`src/sv/cartridge_image_stream_decoder_unit_macros.svh`:
```
// Assertion helpers used by the decoder top level.
`ifndef CARTRIDGE_IMAGE_STREAM_DECODER_UNIT_MACROS_SVH
`define CARTRIDGE_IMAGE_STREAM_DECODER_UNIT_MACROS_SVH

// The consequent must hold in the same cycle as the trigger.
`define CISD_ASSERT_NOW(label, trig, cons, msg) \
  label: assert property (@(posedge clk) disable iff (rst) (trig) |-> (cons)) \
    else $error(msg);

// The consequent must hold in the cycle after the trigger.
`define CISD_ASSERT_NEXT(label, trig, cons, msg) \
  label: assert property (@(posedge clk) disable iff (rst) (trig) |=> (cons)) \
    else $error(msg);

`endif

```
`src/sv/cisd_pkg.sv`:
```
package cisd_pkg;

  localparam int unsigned STORE_WORDS_MAX = 65536;
  localparam int unsigned MAX_MAPPINGS = 16;
  localparam int unsigned MAP_CNT_W = $clog2(MAX_MAPPINGS + 1);

  localparam logic [16:0] CAP_LIMIT =
    (STORE_WORDS_MAX < 65536) ? 17'(STORE_WORDS_MAX) : 17'h10000;
  localparam logic [MAP_CNT_W-1:0] MAP_LIMIT = MAP_CNT_W'(MAX_MAPPINGS);

  localparam logic [7:0] MAGIC_A = 8'hA8;
  localparam logic [7:0] MAGIC_B = 8'h41;
  localparam logic [7:0] MAGIC_C = 8'h61;
  localparam logic [7:0] COMPL_MASK = 8'hFF;
  localparam logic [15:0] BUS_MIN = 16'h2000;
  localparam logic [16:0] PAGE_WORDS = 17'h100;

  localparam int unsigned CFG_IDX_W = 2;
  localparam int unsigned CFG_DATA_W = 18;
  localparam logic [CFG_IDX_W-1:0] REG_STAGE_BASE = 2'd0;
  localparam logic [CFG_IDX_W-1:0] REG_STORE_WORDS = 2'd1;
  localparam logic [CFG_IDX_W-1:0] REG_EXPECTED_BYTES = 2'd2;

  localparam logic [15:0] STAGE_BASE_RST = 16'h0000;
  localparam logic [16:0] STORE_WORDS_RST = 17'h10000;
  localparam logic [17:0] EXPECTED_BYTES_RST = 18'h00000;

  typedef enum logic [1:0] {FMT_UNKNOWN, FMT_FLAT, FMT_HDR, FMT_REJECTED} fmt_t;
  typedef enum logic [1:0] {PH_ADDR, PH_DATA, PH_CRC} phase_t;
  typedef enum logic [1:0] {ST_OK, ST_TOOBIG, ST_REJECTED, ST_TRUNC} status_t;

  typedef struct packed {
    logic [15:0] stage_base;
    logic [16:0] store_words;
    logic [17:0] expected_bytes;
  } cfg_t;

  typedef struct packed {
    logic [7:0] data_byte;
    logic       last_byte;
  } in_item_t;

  typedef struct packed {
    logic        write_valid;
    logic [15:0] write_addr;
    logic [15:0] write_data;
    logic        seg_valid;
    logic [15:0] seg_bus_addr;
    logic [15:0] seg_stage_start;
    logic [15:0] seg_words;
    logic        done_res;
    status_t     status;
  } result_t;

endpackage

```
`src/sv/cisd_in_stage.sv`:
```
module cisd_in_stage
  import cisd_pkg::*;
(
  input  logic     clk,
  input  logic     rst,
  input  logic     in_valid,
  output logic     in_ready,
  input  logic [7:0] data_byte,
  input  logic     last_byte,
  input  logic     take,
  output logic     item_valid,
  output in_item_t item
);

  assign in_ready = !item_valid || take;

  always_ff @(posedge clk) begin
    if (rst) begin
      item_valid <= 1'b0;
    end else if (in_valid && in_ready) begin
      item_valid <= 1'b1;
    end else if (take) begin
      item_valid <= 1'b0;
    end
  end

  always_ff @(posedge clk) begin
    if (in_valid && in_ready) begin
      item.data_byte <= data_byte;
      item.last_byte <= last_byte;
    end
  end

endmodule

```
`src/sv/cisd_core.sv`:
```
module cisd_core
  import cisd_pkg::*;
(
  input  logic     clk,
  input  logic     rst,
  input  cfg_t     cfg,
  input  logic     fire,
  input  in_item_t item,
  output result_t  res
);

  fmt_t                 fmt, fmt_next;
  phase_t               phase, phase_next;
  status_t              sticky, sticky_next;
  logic [7:0]           probe0, probe0_next;
  logic [7:0]           probe1, probe1_next;
  logic [1:0]           probe_count, probe_count_next;
  logic [7:0]           seg_total, seg_total_next;
  logic [7:0]           seg_done, seg_done_next;
  logic [7:0]           range_low, range_low_next;
  logic                 range_cnt, range_cnt_next;
  logic [15:0]          words_rem, words_rem_next;
  logic [16:0]          seg_addr, seg_addr_next;
  logic                 held_flag, held_flag_next;
  logic [7:0]           held_byte, held_byte_next;
  logic                 crc_cnt, crc_cnt_next;
  logic [16:0]          wp, wp_next;
  logic [17:0]          byte_total, byte_total_next;
  logic [MAP_CNT_W-1:0] maps, maps_next;

  logic [16:0] cap;
  logic [7:0]  b;
  logic        hdr_ok;
  logic [15:0] lo;
  logic [16:0] hi;
  logic [16:0] words;

  assign cap = (cfg.store_words > CAP_LIMIT) ? CAP_LIMIT : cfg.store_words;
  assign b = item.data_byte;

  always_comb begin
    fmt_next = fmt;
    phase_next = phase;
    sticky_next = sticky;
    probe0_next = probe0;
    probe1_next = probe1;
    probe_count_next = probe_count;
    seg_total_next = seg_total;
    seg_done_next = seg_done;
    range_low_next = range_low;
    range_cnt_next = range_cnt;
    words_rem_next = words_rem;
    seg_addr_next = seg_addr;
    held_flag_next = held_flag;
    held_byte_next = held_byte;
    crc_cnt_next = crc_cnt;
    wp_next = wp;
    byte_total_next = byte_total;
    maps_next = maps;
    hdr_ok = 1'b0;
    lo = {range_low, 8'h00};
    hi = {1'b0, b, 8'h00} + PAGE_WORDS;
    words = hi - {1'b0, lo};
    res = '0;
    res.status = ST_OK;

    if (byte_total == '0 && fmt == FMT_UNKNOWN && probe_count == 2'd0) begin
      wp_next = {1'b0, cfg.stage_base};
      if ({1'b0, cfg.expected_bytes[17:1]} > cap) begin
        fmt_next = FMT_REJECTED;
        sticky_next = ST_TOOBIG;
      end
    end
    if (byte_total != '1) begin
      byte_total_next = byte_total + 18'd1;
    end

    unique case (fmt_next)
      FMT_UNKNOWN: begin
        probe_count_next = probe_count + 2'd1;
        if (probe_count == 2'd0) begin
          probe0_next = b;
        end else if (probe_count == 2'd1) begin
          probe1_next = b;
        end else begin
          hdr_ok = (probe0 == MAGIC_A || probe0 == MAGIC_B || probe0 == MAGIC_C) &&
                   probe1 != 8'h00 && (probe1 ^ b) == COMPL_MASK;
          if (hdr_ok) begin
            fmt_next = FMT_HDR;
            seg_total_next = probe1;
            seg_done_next = 8'h00;
            phase_next = PH_ADDR;
            range_cnt_next = 1'b0;
            maps_next = '0;
          end else begin
            fmt_next = FMT_FLAT;
            held_flag_next = 1'b0;
            if (cfg.expected_bytes != '0 &&
                ({2'b00, cfg.stage_base} + {1'b0, cfg.expected_bytes[17:1]}) >
                {1'b0, cap}) begin
              fmt_next = FMT_REJECTED;
              sticky_next = ST_TOOBIG;
            end else if (wp < cap) begin
              res.write_valid = 1'b1;
              res.write_addr = wp[15:0];
              res.write_data = {probe0, probe1};
              wp_next = wp + 17'd1;
              held_byte_next = b;
              held_flag_next = 1'b1;
            end else begin
              fmt_next = FMT_REJECTED;
              sticky_next = ST_TOOBIG;
            end
          end
        end
      end
      FMT_FLAT: begin
        if (!held_flag) begin
          held_byte_next = b;
          held_flag_next = 1'b1;
        end else begin
          held_flag_next = 1'b0;
          if (wp < cap) begin
            res.write_valid = 1'b1;
            res.write_addr = wp[15:0];
            res.write_data = {held_byte, b};
            wp_next = wp + 17'd1;
          end else begin
            fmt_next = FMT_REJECTED;
            sticky_next = ST_TOOBIG;
          end
        end
      end
      FMT_HDR: begin
        if (seg_done < seg_total) begin
          unique case (phase)
            PH_ADDR: begin
              if (!range_cnt) begin
                range_low_next = b;
                range_cnt_next = 1'b1;
              end else begin
                range_cnt_next = 1'b0;
                if (hi <= {1'b0, lo} || lo < BUS_MIN) begin
                  fmt_next = FMT_REJECTED;
                end else if (({1'b0, wp} + {1'b0, words}) > {1'b0, cap}) begin
                  fmt_next = FMT_REJECTED;
                  sticky_next = ST_TOOBIG;
                end else begin
                  if (maps < MAP_LIMIT) begin
                    res.seg_valid = 1'b1;
                    res.seg_bus_addr = lo;
                    res.seg_stage_start = wp[15:0];
                    res.seg_words = words[15:0];
                    maps_next = maps + MAP_CNT_W'(1);
                  end else begin
                    sticky_next = ST_TRUNC;
                  end
                  seg_addr_next = wp;
                  wp_next = wp + words;
                  words_rem_next = words[15:0];
                  held_flag_next = 1'b0;
                  phase_next = PH_DATA;
                end
              end
            end
            PH_DATA: begin
              if (!held_flag) begin
                held_byte_next = b;
                held_flag_next = 1'b1;
              end else begin
                res.write_valid = 1'b1;
                res.write_addr = seg_addr[15:0];
                res.write_data = {held_byte, b};
                seg_addr_next = seg_addr + 17'd1;
                held_flag_next = 1'b0;
                if (words_rem > 16'd1) begin
                  words_rem_next = words_rem - 16'd1;
                end else begin
                  words_rem_next = 16'd0;
                  phase_next = PH_CRC;
                  crc_cnt_next = 1'b0;
                end
              end
            end
            PH_CRC: begin
              if (!crc_cnt) begin
                crc_cnt_next = 1'b1;
              end else begin
                crc_cnt_next = 1'b0;
                seg_done_next = seg_done + 8'd1;
                phase_next = PH_ADDR;
                range_cnt_next = 1'b0;
              end
            end
            default: begin
            end
          endcase
        end
      end
      FMT_REJECTED: begin
      end
      default: begin
      end
    endcase

    if (item.last_byte) begin
      res.done_res = 1'b1;
      if (fmt_next == FMT_UNKNOWN || fmt_next == FMT_REJECTED) begin
        res.status = (sticky_next != ST_OK) ? sticky_next : ST_REJECTED;
      end else if (cfg.expected_bytes != '0 && byte_total_next != cfg.expected_bytes) begin
        res.status = ST_TRUNC;
      end else if (fmt_next == FMT_HDR &&
                   (seg_done_next != seg_total_next || maps_next == '0)) begin
        res.status = ST_TRUNC;
      end else begin
        res.status = sticky_next;
      end

      fmt_next = FMT_UNKNOWN;
      phase_next = PH_ADDR;
      sticky_next = ST_OK;
      probe_count_next = 2'd0;
      seg_total_next = 8'h00;
      seg_done_next = 8'h00;
      range_low_next = 8'h00;
      range_cnt_next = 1'b0;
      words_rem_next = 16'd0;
      seg_addr_next = 17'd0;
      held_flag_next = 1'b0;
      held_byte_next = 8'h00;
      crc_cnt_next = 1'b0;
      wp_next = {1'b0, cfg.stage_base};
      byte_total_next = 18'd0;
      maps_next = '0;
    end
  end

  always_ff @(posedge clk) begin
    if (rst) begin
      fmt <= FMT_UNKNOWN;
      phase <= PH_ADDR;
      sticky <= ST_OK;
      probe_count <= 2'd0;
      seg_total <= 8'h00;
      seg_done <= 8'h00;
      range_low <= 8'h00;
      range_cnt <= 1'b0;
      words_rem <= 16'd0;
      seg_addr <= 17'd0;
      held_flag <= 1'b0;
      held_byte <= 8'h00;
      crc_cnt <= 1'b0;
      wp <= {1'b0, cfg.stage_base};
      byte_total <= 18'd0;
      maps <= '0;
    end else if (fire) begin
      fmt <= fmt_next;
      phase <= phase_next;
      sticky <= sticky_next;
      probe_count <= probe_count_next;
      seg_total <= seg_total_next;
      seg_done <= seg_done_next;
      range_low <= range_low_next;
      range_cnt <= range_cnt_next;
      words_rem <= words_rem_next;
      seg_addr <= seg_addr_next;
      held_flag <= held_flag_next;
      held_byte <= held_byte_next;
      crc_cnt <= crc_cnt_next;
      wp <= wp_next;
      byte_total <= byte_total_next;
      maps <= maps_next;
    end
  end

  always_ff @(posedge clk) begin
    if (fire) begin
      probe0 <= probe0_next;
      probe1 <= probe1_next;
    end
  end

endmodule

```
`src/sv/cisd_out_stage.sv`:
```
module cisd_out_stage
  import cisd_pkg::*;
(
  input  logic    clk,
  input  logic    rst,
  input  logic    load,
  input  result_t res,
  output logic    out_can,
  output logic    out_valid,
  input  logic    out_ready,
  output result_t res_q
);

  assign out_can = !out_valid || out_ready;

  always_ff @(posedge clk) begin
    if (rst) begin
      out_valid <= 1'b0;
    end else if (load) begin
      out_valid <= 1'b1;
    end else if (out_ready) begin
      out_valid <= 1'b0;
    end
  end

  always_ff @(posedge clk) begin
    if (load) begin
      res_q <= res;
    end
  end

endmodule

```
`src/sv/cartridge_image_stream_decoder_unit.sv`:
```
// Cartridge image stream decoder.
// Bytes of one image arrive on the input channel (in_valid, in_ready, data_byte,
// last_byte); the byte with last_byte set closes the stream. Every accepted byte
// gives exactly one result on the output channel (out_valid, out_ready): a store
// write, a segment mapping, or neither, and on the last byte done_res with status.
// An accepted byte is held in an input register, decoded once the output register
// can take its result, and its result lands in the output register. One byte per
// cycle is sustained while out_ready stays high; the per-byte decode of the
// segment and probe state is the only work between the two registers.
// When the receiver stalls, the output register holds its result and the input
// register takes one more byte; then in_ready falls until out_ready returns.
// Reset clears both registers and the decode state and loads the register defaults:
// stage base zero, full store capacity, unknown stream length. The configuration
// port writes a register at each clock edge with cfg_write high and should only be
// used while no request is in flight.
`include "cartridge_image_stream_decoder_unit_macros.svh"

module cartridge_image_stream_decoder_unit
  import cisd_pkg::*;
(
  input  logic                  clk,
  input  logic                  rst,
  input  logic                  in_valid,
  output logic                  in_ready,
  input  logic [7:0]            data_byte,
  input  logic                  last_byte,
  output logic                  out_valid,
  input  logic                  out_ready,
  output logic                  write_valid,
  output logic [15:0]           write_addr,
  output logic [15:0]           write_data,
  output logic                  seg_valid,
  output logic [15:0]           seg_bus_addr,
  output logic [15:0]           seg_stage_start,
  output logic [15:0]           seg_words,
  output logic                  done_res,
  output logic [1:0]            status,
  input  logic                  cfg_write,
  input  logic [CFG_IDX_W-1:0]  cfg_index,
  input  logic [CFG_DATA_W-1:0] cfg_data
);

  cfg_t     cfg;
  in_item_t item;
  logic     item_valid;
  logic     out_can;
  logic     fire;
  result_t  res;
  result_t  res_q;

  always_ff @(posedge clk) begin
    if (rst) begin
      cfg.stage_base <= STAGE_BASE_RST;
      cfg.store_words <= STORE_WORDS_RST;
      cfg.expected_bytes <= EXPECTED_BYTES_RST;
    end else if (cfg_write) begin
      unique case (cfg_index)
        REG_STAGE_BASE: cfg.stage_base <= cfg_data[15:0];
        REG_STORE_WORDS: cfg.store_words <= cfg_data[16:0];
        REG_EXPECTED_BYTES: cfg.expected_bytes <= cfg_data[17:0];
        default: begin
        end
      endcase
    end
  end

  assign fire = item_valid && out_can;

  cisd_in_stage u_in (
    .clk        (clk),
    .rst        (rst),
    .in_valid   (in_valid),
    .in_ready   (in_ready),
    .data_byte  (data_byte),
    .last_byte  (last_byte),
    .take       (fire),
    .item_valid (item_valid),
    .item       (item)
  );

  cisd_core u_core (
    .clk  (clk),
    .rst  (rst),
    .cfg  (cfg),
    .fire (fire),
    .item (item),
    .res  (res)
  );

  cisd_out_stage u_out (
    .clk       (clk),
    .rst       (rst),
    .load      (fire),
    .res       (res),
    .out_can   (out_can),
    .out_valid (out_valid),
    .out_ready (out_ready),
    .res_q     (res_q)
  );

  assign write_valid = res_q.write_valid;
  assign write_addr = res_q.write_addr;
  assign write_data = res_q.write_data;
  assign seg_valid = res_q.seg_valid;
  assign seg_bus_addr = res_q.seg_bus_addr;
  assign seg_stage_start = res_q.seg_stage_start;
  assign seg_words = res_q.seg_words;
  assign done_res = res_q.done_res;
  assign status = res_q.status;

  `CISD_ASSERT_NOW(a_single_kind, out_valid, !(write_valid && seg_valid), "write and mapping in one result")
  `CISD_ASSERT_NOW(a_status_only_done, out_valid && !done_res, status == ST_OK, "status without done")
  `CISD_ASSERT_NOW(a_ready_when_empty, !out_valid, in_ready, "input stalled with empty output")
  `CISD_ASSERT_NEXT(a_fire_loads, fire, out_valid, "decoded request did not reach output")

endmodule

```
`config.mk`:
```
export PLATFORM = sky130hd
export DESIGN_NAME = cartridge_image_stream_decoder_unit
export DESIGN_NICKNAME = d
export VERILOG_FILES = /design/src/sv/cisd_pkg.sv /design/src/sv/cisd_in_stage.sv /design/src/sv/cisd_core.sv /design/src/sv/cisd_out_stage.sv /design/src/sv/cartridge_image_stream_decoder_unit.sv
export VERILOG_INCLUDE_DIRS = /design/src /design/src/sv
export SDC_FILE = /design/constraint.sdc
export NUM_CORES = 1
export LEC_CHECK = 0
export CAP_MARGIN = 20
export CORE_MARGIN = 3
export CORE_UTILIZATION = 32
export DETAILED_ROUTE_END_ITERATION = 12
export DONT_BUFFER_PORTS = 1
export SYNTH_ARGS = -nofsm -noshare
export SYNTH_HDL_FRONTEND = slang
export SYNTH_HIERARCHICAL = 1
export SYNTH_SLANG_ARGS = --single-unit
```
`constraint.sdc`:
```
create_clock -name clk -period 15.4 [get_ports clk]
set_clock_uncertainty 0.1 [all_clocks]
set_input_delay 0.77 -clock clk [delete_from_list [all_inputs] [get_ports clk]]
set_output_delay 0.77 -clock clk [all_outputs]
set_load 0.01 [all_outputs]
```
==> results.md <==
- RSZ-0062 raised after global routing: false
- Number of I/O pins: 121
- Slew Viols, Final: 0
- Hold path endpoint: u_in/item_valid$_SDFFE_PP0P_
- FF-to-FF path depth: 27
- Post-route ant nets: 0
- CTS max path bufs: 3
- EDFF count, synth: 126
- Synth Area in Simple Gates: 21.3%
- Dpl hpwl: 41100 um
- Crit path arrival time: 7790 ps
- Req. time, crit path: 15580 ps
- Vias in the first global route: 14.7k
- List of most frequent post-synthesis cells: nor2_1, nand2_1, dfxtp_1, edfxtp_1, ha_1
- Die ar.: 59200 um2
- # DRC: 0
- Primary FF master, synth: dfxtp_1
- First DRT Iteration DRCs: 1452
- XOR/XNOR share of the synthesized area: 4.43%
- Setup ws final: 7800 ps
- Max_cap viols: 0
- Period utilisation layout: 49.4%
- Die H: 243 um
- Worst flop-to-flop path endpoint: u_out/res_q[1]$_DFFE_PP_
- Largest net degree at the start of global routing: 125
- R2r setup slk: 7800 ps
- Yosys warns: 6
- Max frequency: 132 MHz
- Average wire per standard cell: 20.6 um
- Core Util, Final: 35.7%
- GPL Wtd Cong: 0.954
- Post-Synth Adder-Cell Area: 8.53%
- Synth area leaders: edfxtp_1, dfxtp_1, ha_1, mux2i_1, nor2_1
- TritonCTS clock tree: built
- Compound-Gate Fraction of Synth Area: 18.3%
- Synthesis-to-layout area growth: 9.79%
- Total GRT Usage: 18.5%
- Post-synthesis register bit count: 278
- Pwr dens: 100 nW/um2
- Nets: 2127
- Clock sinks: 278
- H-tree Lvls: 2
- Hold_buf cts: 0
- TritonRoute pass-1 iters: 6
- Worst Hold Class: input pin to flip-flop
- Number of post-CTS setup repair buffers: 0
- Starting Density: 32.5%
- Total number of vias: 15.3k
- Fraction of registers with async set/reset: 0%
- Worst-skew pair later-pin latency: 550 ps
- Share of the synthesized area in the top cell type: 21.0%
- Routed wire length: 56600 um
- CP peak stage delay: 540 ps
- Netlist Area Pre-Place: 18000 um2
- Largest family of logic cells by synthesized area: simple AND/OR/NAND/NOR gates
- Crit-path slowest cell: edfxtp_1
- First-pass GRT wire length: 87100 um
- Most frequent cell after synthesis: nor2_1
- Core Region: 55400 um2
- Mux contribution to synthesized area: 4.91%
- Startpoint class of the critical path: flip-flop
- Port buffer count: 0
- Final min period: 7600 ps
- Kind of critical path: flip-flop to flip-flop
- Via density: 5.56
- LEAKAGE: 0.00761 uW
- CP Max Fanout: 12
- Worst Tran Pin Value: 1090 ps
- Mapped Cells: 2006
- Synth area leader: edfxtp_1
- Yosys cell types: 97
- Setup violations, final: 0
- Average cell area after synthesis: 8.98 um2
- Slew HR: 27.1%
- Sequential fraction of the synthesis area: 37.9%
- Reg2reg start: u_in/item[1]$_DFFE_PP_
- Final Hold Fails: 0
- Setup TNS: 0 ps
- Crit path capture type: flip-flop
- VDD IR-drop max: 0.0000578 V
- CTS root buffer: clkbuf_16
- DIE WIDTH: 243 um
- Grt ovf: 0
- Most frequent CP cell: a21oi_1
- Share of layout cells above drive strength 1: 6.41%
- Initial antenna violation count: 4
- CTS buffer count: 34
- Hold path startpoint: rst
- Worst Hold Depth: 1
- Row cnt: 86
- CTS resizes: 0
- Run status: finished, final reports clean
- Pre-CTS WS: 7150 ps
- Reg clk slew, reported paths: 60 ps
[worst max-delay path: cells and delay by family (launching register included)]
kind | cells | cell delay (ps)
flip-flops | 1 | 540
buffers and inverters | 2 | 550
adder cells (fa/ha/maj) | 4 | 1500
AND/OR/NAND/NOR | 4 | 760
AO/OA/AOI/OAI | 15 | 3350
XOR/XNOR | 2 | 550
[metrics by stage]
stage          cell area [um2]  cells  hold WS (ps)  power, uW
2_1_floorplan            18100   2021           326       1110
3_3_place_gp             18600   2680           344       1190
3_5_place_dp             18600   2680           361       1200
4_1_cts                  19700   2742           159       2000
5_1_grt                  19800   2746           166       2070
6_report                 19800   2748           180       1980
[placed cells by master, fill, tap and decap left out, types with 29 or more instances in the layout]
cell type,netlist,routed
nor3_1,35,35
nand2b_1,84,84
nor2b_1,30,29
nand2_1,167,167
nand3_1,67,67
mux2i_1,85,85
ha_1,118,118
clkbuf_16,0,35
xnor2_1,52,52
dfxtp_1,152,152
o21ai_0,103,103
a21o_1,29,29
nor2_1,210,210
a22oi_1,47,47
inv_1,72,72
edfxtp_1,126,126
xor2_1,39,39
a21oi_1,103,102
[cell families (layout without fill, tap and decap cells)]
kind of cell / after synthesis / after routing
flip-flops: 278 / 278
buffers and inverters: 183 / 160
other: 1 / 18
XOR/XNOR: 91 / 91
AND/OR/NAND/NOR: 756 / 756
adder cells (fa/ha/maj): 121 / 121
multiplexers: 88 / 88
AO/OA/AOI/OAI: 488 / 488
[where the power goes]
group,total [uW],internal (uW),switching (uW),leakage [uW]
clock network,785,450,335,0.000528
logic,339,129,210,0.00464
registers,856,807,48.4,0.00244
total,1980,1390,593,0.00761
[metal layers]
layer	global-route usage [%]	vias to the layer above	routed length [um]	share of wire [%]
met1	24.0	7300	24300	43
met4	7.59	2	2160	3.8
met5	0	-	13	0.023
met2	30.2	587	26100	46
met3	3.72	131	4070	7.2
li1	-	7254	-	-
[worst max-delay path by stage]
stage	cells after the start	end	slack, ps	startpoint
global route	27	u_out/res_q[1]$_DFFE_PP_	7260	u_in/item[1]$_DFFE_PP_
finish	27	u_out/res_q[1]$_DFFE_PP_	7800	u_in/item[1]$_DFFE_PP_
global placement	27	u_out/res_q[1]$_DFFE_PP_	7360	u_in/item[1]$_DFFE_PP_
floorplan	26	u_out/res_q[1]$_DFFE_PP_	9160	u_in/item[1]$_DFFE_PP_
CTS	27	u_out/res_q[1]$_DFFE_PP_	7140	u_in/item[1]$_DFFE_PP_
detailed placement	27	u_out/res_q[1]$_DFFE_PP_	7150	u_in/item[1]$_DFFE_PP_
[state kept, by name (all words and copies together) (netlist names)]
name,cells
u_core/words_rem,16
u_out/out_valid,1
u_core/wp,17
u_core/probe0,8
u_core/range_low,8
u_core/sticky,2
u_core/held_byte,8
u_core/seg_total,8
u_in/item_valid,1
u_core/probe1,8
u_core/phase,2
u_core/fmt,2
cfg,51
u_core/maps,5
u_core/range_cnt,1
u_core/probe_count,2
u_core/byte_total,18
u_out/res_q,85
u_core/held_flag,1
u_core/crc_cnt,1
u_core/seg_done,8
u_core/seg_addr,16
u_in/item,9
[layout make-up]
type	count	area [um2]
diodes	2	5.00
well taps	748	936
clock inverters	19	161
clock buffers	43	926
fillers	5609	35600
multi-input cells	1560	10400
flip-flops and latches	278	6830
inverters	74	278
repair buffers	24	205
(Power assumes the default switching activity.)
